==> src/hw/rtl/rgb_fade_cycle_sequencer_defines.svh <==
// assertion helpers used by rgb_fade_cycle_sequencer.sv
`ifndef RGB_FADE_CYCLE_SEQUENCER_DEFINES_SVH
`define RGB_FADE_CYCLE_SEQUENCER_DEFINES_SVH

// condition implies consequence in the same cycle
`define RFCS_ASSERT_IMPL(label, clk, rst, ante, cons) \
   label: assert property (@(posedge clk) disable iff (rst) (ante) |-> (cons)) \
      else $error("rfcs assertion failed");

// condition implies consequence in the next cycle
`define RFCS_ASSERT_NEXT(label, clk, rst, ante, cons) \
   label: assert property (@(posedge clk) disable iff (rst) (ante) |=> (cons)) \
      else $error("rfcs assertion failed");

`endif

==> src/hw/rtl/rfcs_pkg.sv <==
`timescale 1ns / 1ps
package rfcs_pkg;

   localparam int LEVEL_W = 16;
   localparam int PHASE_W = 3;
   localparam int CHAN_W = 2;
   localparam int NUM_CHAN = 3;
   localparam int CSR_ADDR_W = 2;

   localparam logic [LEVEL_W-1:0] RAMP_STEP = 16'd3276;
   localparam logic [LEVEL_W-1:0] LEVEL_TOP_RST = 16'd65520;
   localparam logic [LEVEL_W-1:0] PULSE_PEAK_RST = 16'd8192;

   // register indexes
   localparam logic [CSR_ADDR_W-1:0] REG_PULSE_MODE = 2'd0;
   localparam logic [CSR_ADDR_W-1:0] REG_LEVEL_TOP = 2'd1;
   localparam logic [CSR_ADDR_W-1:0] REG_PULSE_PEAK = 2'd2;

   // channel codes
   localparam logic [CHAN_W-1:0] CH_RED = 2'd0;
   localparam logic [CHAN_W-1:0] CH_GREEN = 2'd1;
   localparam logic [CHAN_W-1:0] CH_BLUE = 2'd2;

   // phase codes
   localparam logic [PHASE_W-1:0] PH_BLUE_UP = 3'd0;
   localparam logic [PHASE_W-1:0] PH_RED_DOWN = 3'd1;
   localparam logic [PHASE_W-1:0] PH_GREEN_UP = 3'd2;
   localparam logic [PHASE_W-1:0] PH_BLUE_DOWN = 3'd3;
   localparam logic [PHASE_W-1:0] PH_RED_UP = 3'd4;
   localparam logic [PHASE_W-1:0] PH_GREEN_DOWN = 3'd5;
   localparam logic [PHASE_W-1:0] PH_PULSE_RISE = 3'd6;

   typedef struct packed {
      logic                pulse_mode;
      logic [LEVEL_W-1:0]  level_top;
      logic [LEVEL_W-1:0]  pulse_peak;
   } cfg_type;

   typedef struct packed {
      logic [PHASE_W-1:0]               phase;
      logic [NUM_CHAN-1:0][LEVEL_W-1:0] levels;
   } state_type;

   typedef struct packed {
      logic [CHAN_W-1:0]   channel;
      logic [LEVEL_W-1:0]  drive_value;
      logic [PHASE_W-1:0]  phase;
   } result_type;

endpackage

==> src/hw/rtl/rfcs_step.sv <==
`timescale 1ns / 1ps
module rfcs_step (
   input  rfcs_pkg::cfg_type    cfg_i,
   input  rfcs_pkg::state_type  cur_i,
   input  logic                 tick_i,
   output rfcs_pkg::state_type  nxt_o,
   output rfcs_pkg::result_type res_o
);
   import rfcs_pkg::*;

   logic [PHASE_W-1:0] ph;
   logic [CHAN_W-1:0]  ch;
   logic [LEVEL_W-1:0] lvl;
   logic [LEVEL_W:0]   sum;
   logic               up;
   logic               done;
   logic [LEVEL_W-1:0] ramp_lvl;
   logic [LEVEL_W-1:0] cyc_lvl;
   logic [2*LEVEL_W-1:0] sq;
   logic [LEVEL_W:0]   dbl;
   logic [LEVEL_W-1:0] half;

   always_comb begin
      // phase codes above green-down run as the first color phase
      ph = (cur_i.phase <= PH_GREEN_DOWN) ? cur_i.phase : PH_BLUE_UP;
      unique case (ph)
         PH_RED_DOWN, PH_RED_UP:     ch = CH_RED;
         PH_GREEN_UP, PH_GREEN_DOWN: ch = CH_GREEN;
         default:                    ch = CH_BLUE;
      endcase
      lvl = cur_i.levels[ch];
      up = (ph == PH_BLUE_UP) || (ph == PH_GREEN_UP) || (ph == PH_RED_UP);
      sum = {1'b0, lvl} + {1'b0, RAMP_STEP};
      if (up) begin
         done = sum >= {1'b0, cfg_i.level_top};
         ramp_lvl = done ? cfg_i.level_top : sum[LEVEL_W-1:0];
      end else begin
         done = lvl <= RAMP_STEP;
         ramp_lvl = done ? '0 : lvl - RAMP_STEP;
      end
      cyc_lvl = tick_i ? ramp_lvl : lvl;
      sq = cyc_lvl * cyc_lvl;

      dbl = {cur_i.levels[CH_RED], 1'b0};
      half = cur_i.levels[CH_RED] >> 1;

      nxt_o = cur_i;
      res_o.channel = ch;
      res_o.drive_value = sq[2*LEVEL_W-1:LEVEL_W];

      if (cfg_i.pulse_mode) begin
         res_o.channel = CH_RED;
         res_o.drive_value = cur_i.levels[CH_RED];
         if (tick_i) begin
            if (cur_i.phase == PH_PULSE_RISE) begin
               if (dbl >= {1'b0, cfg_i.pulse_peak}) begin
                  nxt_o.levels[CH_RED] = cfg_i.pulse_peak;
                  nxt_o.phase = PH_BLUE_UP;
                  res_o.drive_value = cfg_i.pulse_peak;
               end else begin
                  nxt_o.levels[CH_RED] = dbl[LEVEL_W-1:0];
                  res_o.drive_value = dbl[LEVEL_W-1:0];
               end
            end else begin
               // reporting half the level; once that is zero, restarting the rise from one
               res_o.drive_value = half;
               if (half == '0) begin
                  nxt_o.levels[CH_RED] = LEVEL_W'(1);
                  nxt_o.phase = PH_PULSE_RISE;
               end else begin
                  nxt_o.levels[CH_RED] = half;
                  nxt_o.phase = PH_BLUE_UP;
               end
            end
         end
      end else if (tick_i) begin
         nxt_o.levels[ch] = ramp_lvl;
         if (done) begin
            nxt_o.phase = (ph == PH_GREEN_DOWN) ? PH_BLUE_UP : ph + PHASE_W'(1);
         end else begin
            nxt_o.phase = ph;
         end
      end
      res_o.phase = nxt_o.phase;
   end

endmodule

==> src/hw/rtl/rgb_fade_cycle_sequencer.sv <==
`timescale 1ns / 1ps
`include "rgb_fade_cycle_sequencer_defines.svh"
// RGB fade sequencer: one tick item in, one result item out.
// req channel carries the tick flag; tick 1 steps the fade, tick 0 reports
// the channel and drive value the current phase would update.
// rsp channel carries the drive value and the phase after the step in tdata
// and the channel written (0 red, 1 green, 2 blue) in tuser.
// csr port writes pulse_mode, level_top and pulse_peak; writing pulse_mode
// reloads the channel levels and restarts at phase 0. Write it only while
// no transfer is in flight.
// A req transfer is registered in the input register, then the step logic
// (add/compare and one 16x16 square) feeds the result register that drives
// rsp_tvalid. One item per cycle is sustained while rsp_tready stays high.
// If the rsp side stalls, one item waits in the result register and one in
// the input register before req_tready drops.
// Reset is synchronous: cycle mode, top 65520, peak 8192, red at top,
// green and blue at zero, pipeline empty.
module rgb_fade_cycle_sequencer (
   input  logic                           clock,
   input  logic                           reset,
   input  logic                           req_tvalid,
   output logic                           req_tready,
   input  logic [7:0]                     req_tdata,   // [0] tick
   output logic                           rsp_tvalid,
   input  logic                           rsp_tready,
   output logic [23:0]                    rsp_tdata,   // [15:0] drive_value, [18:16] phase
   output logic [1:0]                     rsp_tuser,   // [1:0] channel
   input  logic                           csr_we,
   input  logic [rfcs_pkg::CSR_ADDR_W-1:0] csr_addr,
   input  logic [rfcs_pkg::LEVEL_W-1:0]   csr_wdata
);
   import rfcs_pkg::*;

   cfg_type    cfg_ff, cfg_in;
   state_type  state_ff, state_in;
   state_type  step_nxt;
   result_type step_res;
   result_type res_ff, res_in;
   logic       stg_valid_ff, stg_valid_in;
   logic       stg_tick_ff, stg_tick_in;
   logic       rsp_valid_ff, rsp_valid_in;
   logic       advance;
   logic       req_xfer;

   rfcs_step u_step (
      .cfg_i  (cfg_ff),
      .cur_i  (state_ff),
      .tick_i (stg_tick_ff),
      .nxt_o  (step_nxt),
      .res_o  (step_res)
   );

   assign advance = !rsp_valid_ff || rsp_tready;
   assign req_tready = !stg_valid_ff || advance;
   assign req_xfer = req_tvalid && req_tready;

   always_comb begin
      cfg_in = cfg_ff;
      state_in = state_ff;
      res_in = res_ff;
      stg_tick_in = stg_tick_ff;
      stg_valid_in = stg_valid_ff;
      rsp_valid_in = rsp_valid_ff;

      if (req_xfer) begin
         stg_valid_in = 1'b1;
         stg_tick_in = req_tdata[0];
      end else if (advance) begin
         stg_valid_in = 1'b0;
      end

      if (stg_valid_ff && advance) begin
         state_in = step_nxt;
         res_in = step_res;
         rsp_valid_in = 1'b1;
      end else if (rsp_tready) begin
         rsp_valid_in = 1'b0;
      end

      if (csr_we) begin
         unique case (csr_addr)
            REG_PULSE_MODE: begin
               cfg_in.pulse_mode = csr_wdata[0];
               state_in.phase = PH_BLUE_UP;
               if (csr_wdata[0]) begin
                  state_in.levels[CH_RED] = cfg_ff.pulse_peak;
                  state_in.levels[CH_GREEN] = LEVEL_W'(1);
                  state_in.levels[CH_BLUE] = LEVEL_W'(1);
               end else begin
                  state_in.levels[CH_RED] = cfg_ff.level_top;
                  state_in.levels[CH_GREEN] = '0;
                  state_in.levels[CH_BLUE] = '0;
               end
            end
            REG_LEVEL_TOP:  cfg_in.level_top = csr_wdata;
            REG_PULSE_PEAK: cfg_in.pulse_peak = csr_wdata;
            default: ;
         endcase
      end
   end

   always_ff @(posedge clock) begin
      if (reset) begin
         cfg_ff.pulse_mode <= 1'b0;
         cfg_ff.level_top <= LEVEL_TOP_RST;
         cfg_ff.pulse_peak <= PULSE_PEAK_RST;
         state_ff.phase <= PH_BLUE_UP;
         state_ff.levels[CH_RED] <= LEVEL_TOP_RST;
         state_ff.levels[CH_GREEN] <= '0;
         state_ff.levels[CH_BLUE] <= '0;
         stg_valid_ff <= 1'b0;
         rsp_valid_ff <= 1'b0;
      end else begin
         cfg_ff <= cfg_in;
         state_ff <= state_in;
         stg_valid_ff <= stg_valid_in;
         rsp_valid_ff <= rsp_valid_in;
      end
   end

   always_ff @(posedge clock) begin
      stg_tick_ff <= stg_tick_in;
      res_ff <= res_in;
   end

   assign rsp_tvalid = rsp_valid_ff;
   assign rsp_tdata = {5'b0, res_ff.phase, res_ff.drive_value};
   assign rsp_tuser = res_ff.channel;

   `RFCS_ASSERT_IMPL(a_chan_legal, clock, reset, rsp_tvalid, rsp_tuser != 2'd3)
   `RFCS_ASSERT_IMPL(a_phase_legal, clock, reset, 1'b1, state_ff.phase != 3'd7)
   `RFCS_ASSERT_IMPL(a_pulse_red, clock, reset,
      stg_valid_ff && advance && cfg_ff.pulse_mode, step_res.channel == CH_RED)
   `RFCS_ASSERT_NEXT(a_mode_restart, clock, reset,
      csr_we && (csr_addr == REG_PULSE_MODE), state_ff.phase == PH_BLUE_UP)

endmodule
==> config.mk <==
export PLATFORM = sky130hd
export DESIGN_NAME = rgb_fade_cycle_sequencer
export DESIGN_NICKNAME = d
export VERILOG_FILES = /design/src/hw/rtl/rfcs_pkg.sv /design/src/hw/rtl/rfcs_step.sv /design/src/hw/rtl/rgb_fade_cycle_sequencer.sv
export VERILOG_INCLUDE_DIRS = /design/src /design/src/hw/rtl
export SDC_FILE = /design/constraint.sdc
export NUM_CORES = 1
export LEC_CHECK = 0
export ABC_AREA = 0
export BUFFER_PORTS_ARGS = -buffer_cell sky130_fd_sc_hd__buf_2
export CORE_ASPECT_RATIO = 1.5
export CORE_MARGIN = 2
export CORE_UTILIZATION = 40
export DETAILED_ROUTE_END_ITERATION = 7
export GPL_ROUTABILITY_DRIVEN = 0
export RECOVER_POWER = 100
export SLEW_MARGIN = 20
export SYNTH_ARGS = -nofsm -noshare
export SYNTH_HDL_FRONTEND = slang
export SYNTH_SLANG_ARGS = --single-unit
==> constraint.sdc <==
create_clock -name clock -period 13.8 [get_ports clock]
set_input_delay 0.69 -clock clock [delete_from_list [all_inputs] [get_ports clock]]
set_output_delay 0.69 -clock clock [all_outputs]
set_load 0.01 [all_outputs]
After elaboration in Yosys (flattened, before gate mapping)
Cells that the tools add are included.
{"block": "totals", "wordCells": 86, "register_bits": 108, "output_inout_bits": 28, "input_bits": 31}
{"block": "op_classes", "mul": 1, "n_eq_ne": 7, "order_cmp": 6, "n_mux": 37, "n_reduce_logical": 19, "addsub": 3}
{"op": "$mux 16", "n": 13}
{"op": "$mux 51", "n": 4}
{"op": "$bwmux 48", "n": 1}
{"op": "$ge 17x16->1", "n": 2}
{"op": "$mux 33", "n": 1}
{"op": "$bmux 16 s2", "n": 1}
{"op": "$demux 16 s2", "n": 1}
{"op": "$mul 16x16->32", "n": 1}
{"op": "$mux 32", "n": 1}
{"op": "$mux 3", "n": 8}
{"op": "$add 16x12->17 const B", "n": 1}
{"op": "$le 16x12->1 const B", "n": 1}
{"op": "$logic_not 16->1", "n": 1}
{"op": "$sub 16x12->16 const B", "n": 1}
{"op": "$mux 15", "n": 1}
{"op": "$eq 3x3->1 const B", "n": 3}
{"op": "$reduce_and 2->1", "n": 3}
{"op": "$mux 1", "n": 5}
{"op": "$logic_or 1x1->1", "n": 4}
{"op": "$pmux 2 s2", "n": 1}
{"op": "$reduce_bool 2->1", "n": 2}
{"op": "$reduce_or 2->1", "n": 2}
{"op": "$add 3x1->3 const B", "n": 1}
{"op": "$eq 3x1->1 const B", "n": 1}
{"op": "10 further kinds", "n": 13}

Longest topological paths before layout
{"block": "logic_depth", "ltp_word": 17, "depth_mapped": 53, "depth_no_buf": 48}

By module
Synthesis repeated with hierarchy kept, for this count alone.
{"block": "hier_totals", "cells_unflattened": 2010, "area_unflattened_um2": 16002.8}
{"module": "rfcs_step", "area_per_inst_um2": 11815.1, "instances": 1, "seq_area_each_um2": 0.0, "cells_each": 1549}
{"module": "rgb_fade_cycle_sequencer", "area_per_inst_um2": 4187.8, "instances": 1, "seq_area_each_um2": 2382.3, "cells_each": 461}

Worst setup path before layout
Ideal clock, no wire load.
{"block": "synth_path", "path_type": "reg2reg", "startpoint": "register state_ff[48] (netlist name)", "endpoint": "register res_ff (netlist bit rsp_tdata[15]), data pin", "n_path_buf": 3, "synth_period_minus_slack_ps": 10676, "t_required_ps": 13524, "stages_incl_launch_ff": 49, "path_slack_ps": 3124, "arrival_time_ps": 10400, "setup_ps": 276, "cell_sequence": "dfxtp_1 > nor2_4 > buf_6 > mux2_2 > mux2i_2 > ha_1 > nor2_1 > a211oi_2 > o211ai_4 > a21o_4 > a21oi_1 > nor2_1 > ha_1 > a211oi_1 > o21ai_0 > a211oi_1 > nand2_1 > a21oi_2 > [13 not listed] > fa_1 > inv_1 > fa_1 > inv_1 > ha_1 > a21o_1 > a21o_1 > a21o_1 > a21o_1 > a21oi_1 > o21bai_1 > a21o_1 > a21o_1 > a21oi_1 > nand2_1 > a211oi_1 > xnor2_1 > a21oi_1"}
{"element": "from (decl)", "line": "rgb_fade_cycle_sequencer.sv:35", "rtl": "state_type state_ff, state_in;"}
{"element": "from (signal assigned)", "line": "rgb_fade_cycle_sequencer.sv:115", "rtl": "state_ff <= state_in;"}
{"element": "to (signal assigned)", "line": "rgb_fade_cycle_sequencer.sv:123", "rtl": "res_ff <= res_in;"}
{"element": "to (decl)", "line": "rgb_fade_cycle_sequencer.sv:38", "rtl": "result_type res_ff, res_in;"}

==> metrics.md <==
| Metric | Value |
|---|---|
| Outcome | finished with violations |
| Violated checks | capacitance limit, slew limit |
| Clk sink count | 108 |
| Setup Skew | 0.01362 ns |
| Post-CTS Resized | 0 |
| WL/cell | 19.81 um |
| Ant diodes | 0 |
| Layout cells sized above 1 | 7.147% |
| Vias in the first global route | 13209 |
| Largest net degree at the start of global routing | 54 |
| Slew Viols, Final | 79 |
| Slowest cell delay on critical path | 0.56 ns |
| Synth warn | 0 |
| Worst Tran Pin Value | 1.942 ns |
| Initial antenna violation count | 0 |
| Clock Path Buffers | 2 |
| Synth Flop Type | dfxtp_1 |
| # hold bufs at CTS | 0 |
| Area growth, synth to finish | 5.876% |
| Yosys top cell by area | fa_1 |
| CP required | 13.92 ns |
| Crit path max fanout | 12 |
| Max_slew headroom | -29.48% |
| Flops & latches, synth | 108 |
| Cells after DPL | 2259 |
| Fmax | 78.67 MHz |
| Unique masters post-synth | 89 |
| Clk Latency, worst-skew pair | 0.38 ns |
| Most frequent cells in the layout | 279 x inv_1, 189 x nand2_1, 161 x fa_1 |
| WS Path Type | reg2reg |
| Max cap viols | 2 |
| Final setup fails | 0 |
| Final instance area | 0.01578 sq mm |
| Postcts setup bufs | 0 |
| RSZ-0062 raised after global routing | false |
| Vias per Instance | 5.600 |
| Final Instance Count excl. Fillers | 2275 |
| Htree depth | 3 |
| Multi-input logic area | 0.01099 sq mm |
| Nets | 2106 |
| Placed cell area | 0.01556 sq mm |
| Port bufs | 46 |
| Initial Util | 40.62% |
| Most Crowded Layer GR | met2 |
| CTS tree | done |
| Synth Instances | 1786 |
| Total iterations of the first detailed-routing run | 5 |
| Register area | 0.002384 sq mm |
| Routed WL | 45060 um |
| Most common cell after layout, fill and taps aside | inv_1 |
| DR vias | 12739 |
| Setup_tns | 0 ns |
| GR Layer Usage met1 | 26.91% |
| DIE AREA | 0.03886 sq mm |
| Post-synth EDFFs | 22 |
| Post-Syn Area per Cell | 8.346 sq um |
| Ports | 59 |
| HP Class | reg2reg |
| Worst-path clk slew | 0.09 ns |
| Met3 GRT Util | 1.984% |
| CP Capture Type | flip-flop |
| Core area | 0.03669 sq mm |
| First-pass GRT wire length | 71630 um |
| Synth top area cells | fa_1 22%, dfxtp_1 12%, ha_1 11% |
| Total global routing overflow | 0 |
| GRT met2 Usage | 44.77% |
| Gr usage total | 23.80% |
| Area of the mapped netlist | 0.01491 sq mm |
| Std cell rows | 86 |
| Filler Cell Count | 3746 |
| Dpl hpwl | 36100 um |
| Initial DRC Count | 786 |
| Crit start category | flip-flop |
| Cell mode on critical path | fa_1 |
| CP arrival | 12.83 ns |
| Antenna Nets Post-Route | 0 |
| Sequential area share after synthesis | 15.98% |
| Tmin final | 12.71 ns |
| Post-synthesis async set-or-reset flop share | 0% |
| CTS Buf Count | 9 |
| Die Y | 240.4 um |
| Die Wd | 161.6 um |
| CTS root buffer | clkbuf_16 |
| Final worst-path cycle share | 92.11% |
| Top-area cell type share of the netlist area | 21.62% |
| Slowest cell on crit path | fa_1 |
| Final Hold Fails | 0 |
| DRC | 0 |
## per-stage QoR
step	setup WS, ns	hold slack, ns	utilization (%)
floorplan	3.124	0.4408	-
global placement	1.591	0.4616	42.40
detailed placement	1.541	0.4644	42.40
CTS	1.481	0.4816	43.22
global route	0.3206	0.4855	43.01
finish	1.088	0.4837	43.01
## cell usage after synthesis (16+ instances only)
cell type / count
edfxtp_1: 22
clkbuf_1: 53
fa_1: 161
nand2_1: 189
a211oi_1: 56
ha_1: 128
a21oi_1: 131
nor2_1: 161
nor3_1: 16
a21o_1: 30
o21ai_0: 35
dfxtp_1: 86
o21a_1: 16
and3_1: 22
xnor2_1: 28
mux2i_1: 75
inv_1: 279
## critical path, delay by kind of cell, from the launching register on
| kind | cells | cell delay [ns] |
|---|---|---|
| AO/OA/AOI/OAI | 14 | 4.24 |
| adder cells (fa/ha/maj) | 9 | 3.99 |
| AND/OR/NAND/NOR | 10 | 1.68 |
| multiplexers | 4 | 1.01 |
| buffers and inverters | 7 | 0.84 |
| flip-flops | 1 | 0.50 |
| XOR/XNOR | 1 | 0.20 |
## per-layer routing
layer  wire length, um  vias up
met5                 0        -
met4              2338        0
met3              1687      138
met2             23710      415
met1             17330     6227
li1                  -     5959
## flip-flops by register name (all words and copies together), names as in the netlist
register	flops
stg_valid_ff	1
rsp_tuser	2
cfg_ff	33
stg_tick_ff	1
state_ff	51
rsp_tdata	19
rsp_tvalid	1
## final timing paths
check / start / endpoint / slack (ns) / cells past startpoint
worst max-delay path: state_ff[48] / rsp_tdata[9] / 1.09 / 45
worst min register to register: cfg_ff[31] / cfg_ff[31] / 0.48 / 2
worst max register to register: state_ff[48] / rsp_tdata[9] / 1.09 / 45
worst min-delay path: cfg_ff[31] / cfg_ff[31] / 0.48 / 2
## cell type report
| class | instances | area share, % |
|---|---|---|
| Multi-Input combinational cell | 1302 | 69.67 |
| Sequential cell | 108 | 15.10 |
| Clock buffer | 9 | 1.427 |
| Clock inverter | 7 | 0.4836 |
| Tap cell | 484 | 3.837 |
| Timing Repair Buffer | 75 | 2.585 |
| Inverter | 290 | 6.898 |
## cells by family (layout without fill, tap and decap cells)
group	count (synthesis)	count (layout)	synth area share, %
buffers and inverters	380	381	10.24
multiplexers	89	89	6.279
adder cells (fa/ha/maj)	289	289	32.37
XOR/XNOR	42	42	2.468
flip-flops	108	108	15.98
AND/OR/NAND/NOR	491	491	14.95
other	1	5	0.02516
AO/OA/AOI/OAI	386	386	17.69
Power is left out: the tool's default activity adds up to more than one toggle a clock period on the data nets, which glitch-free logic cannot reach.
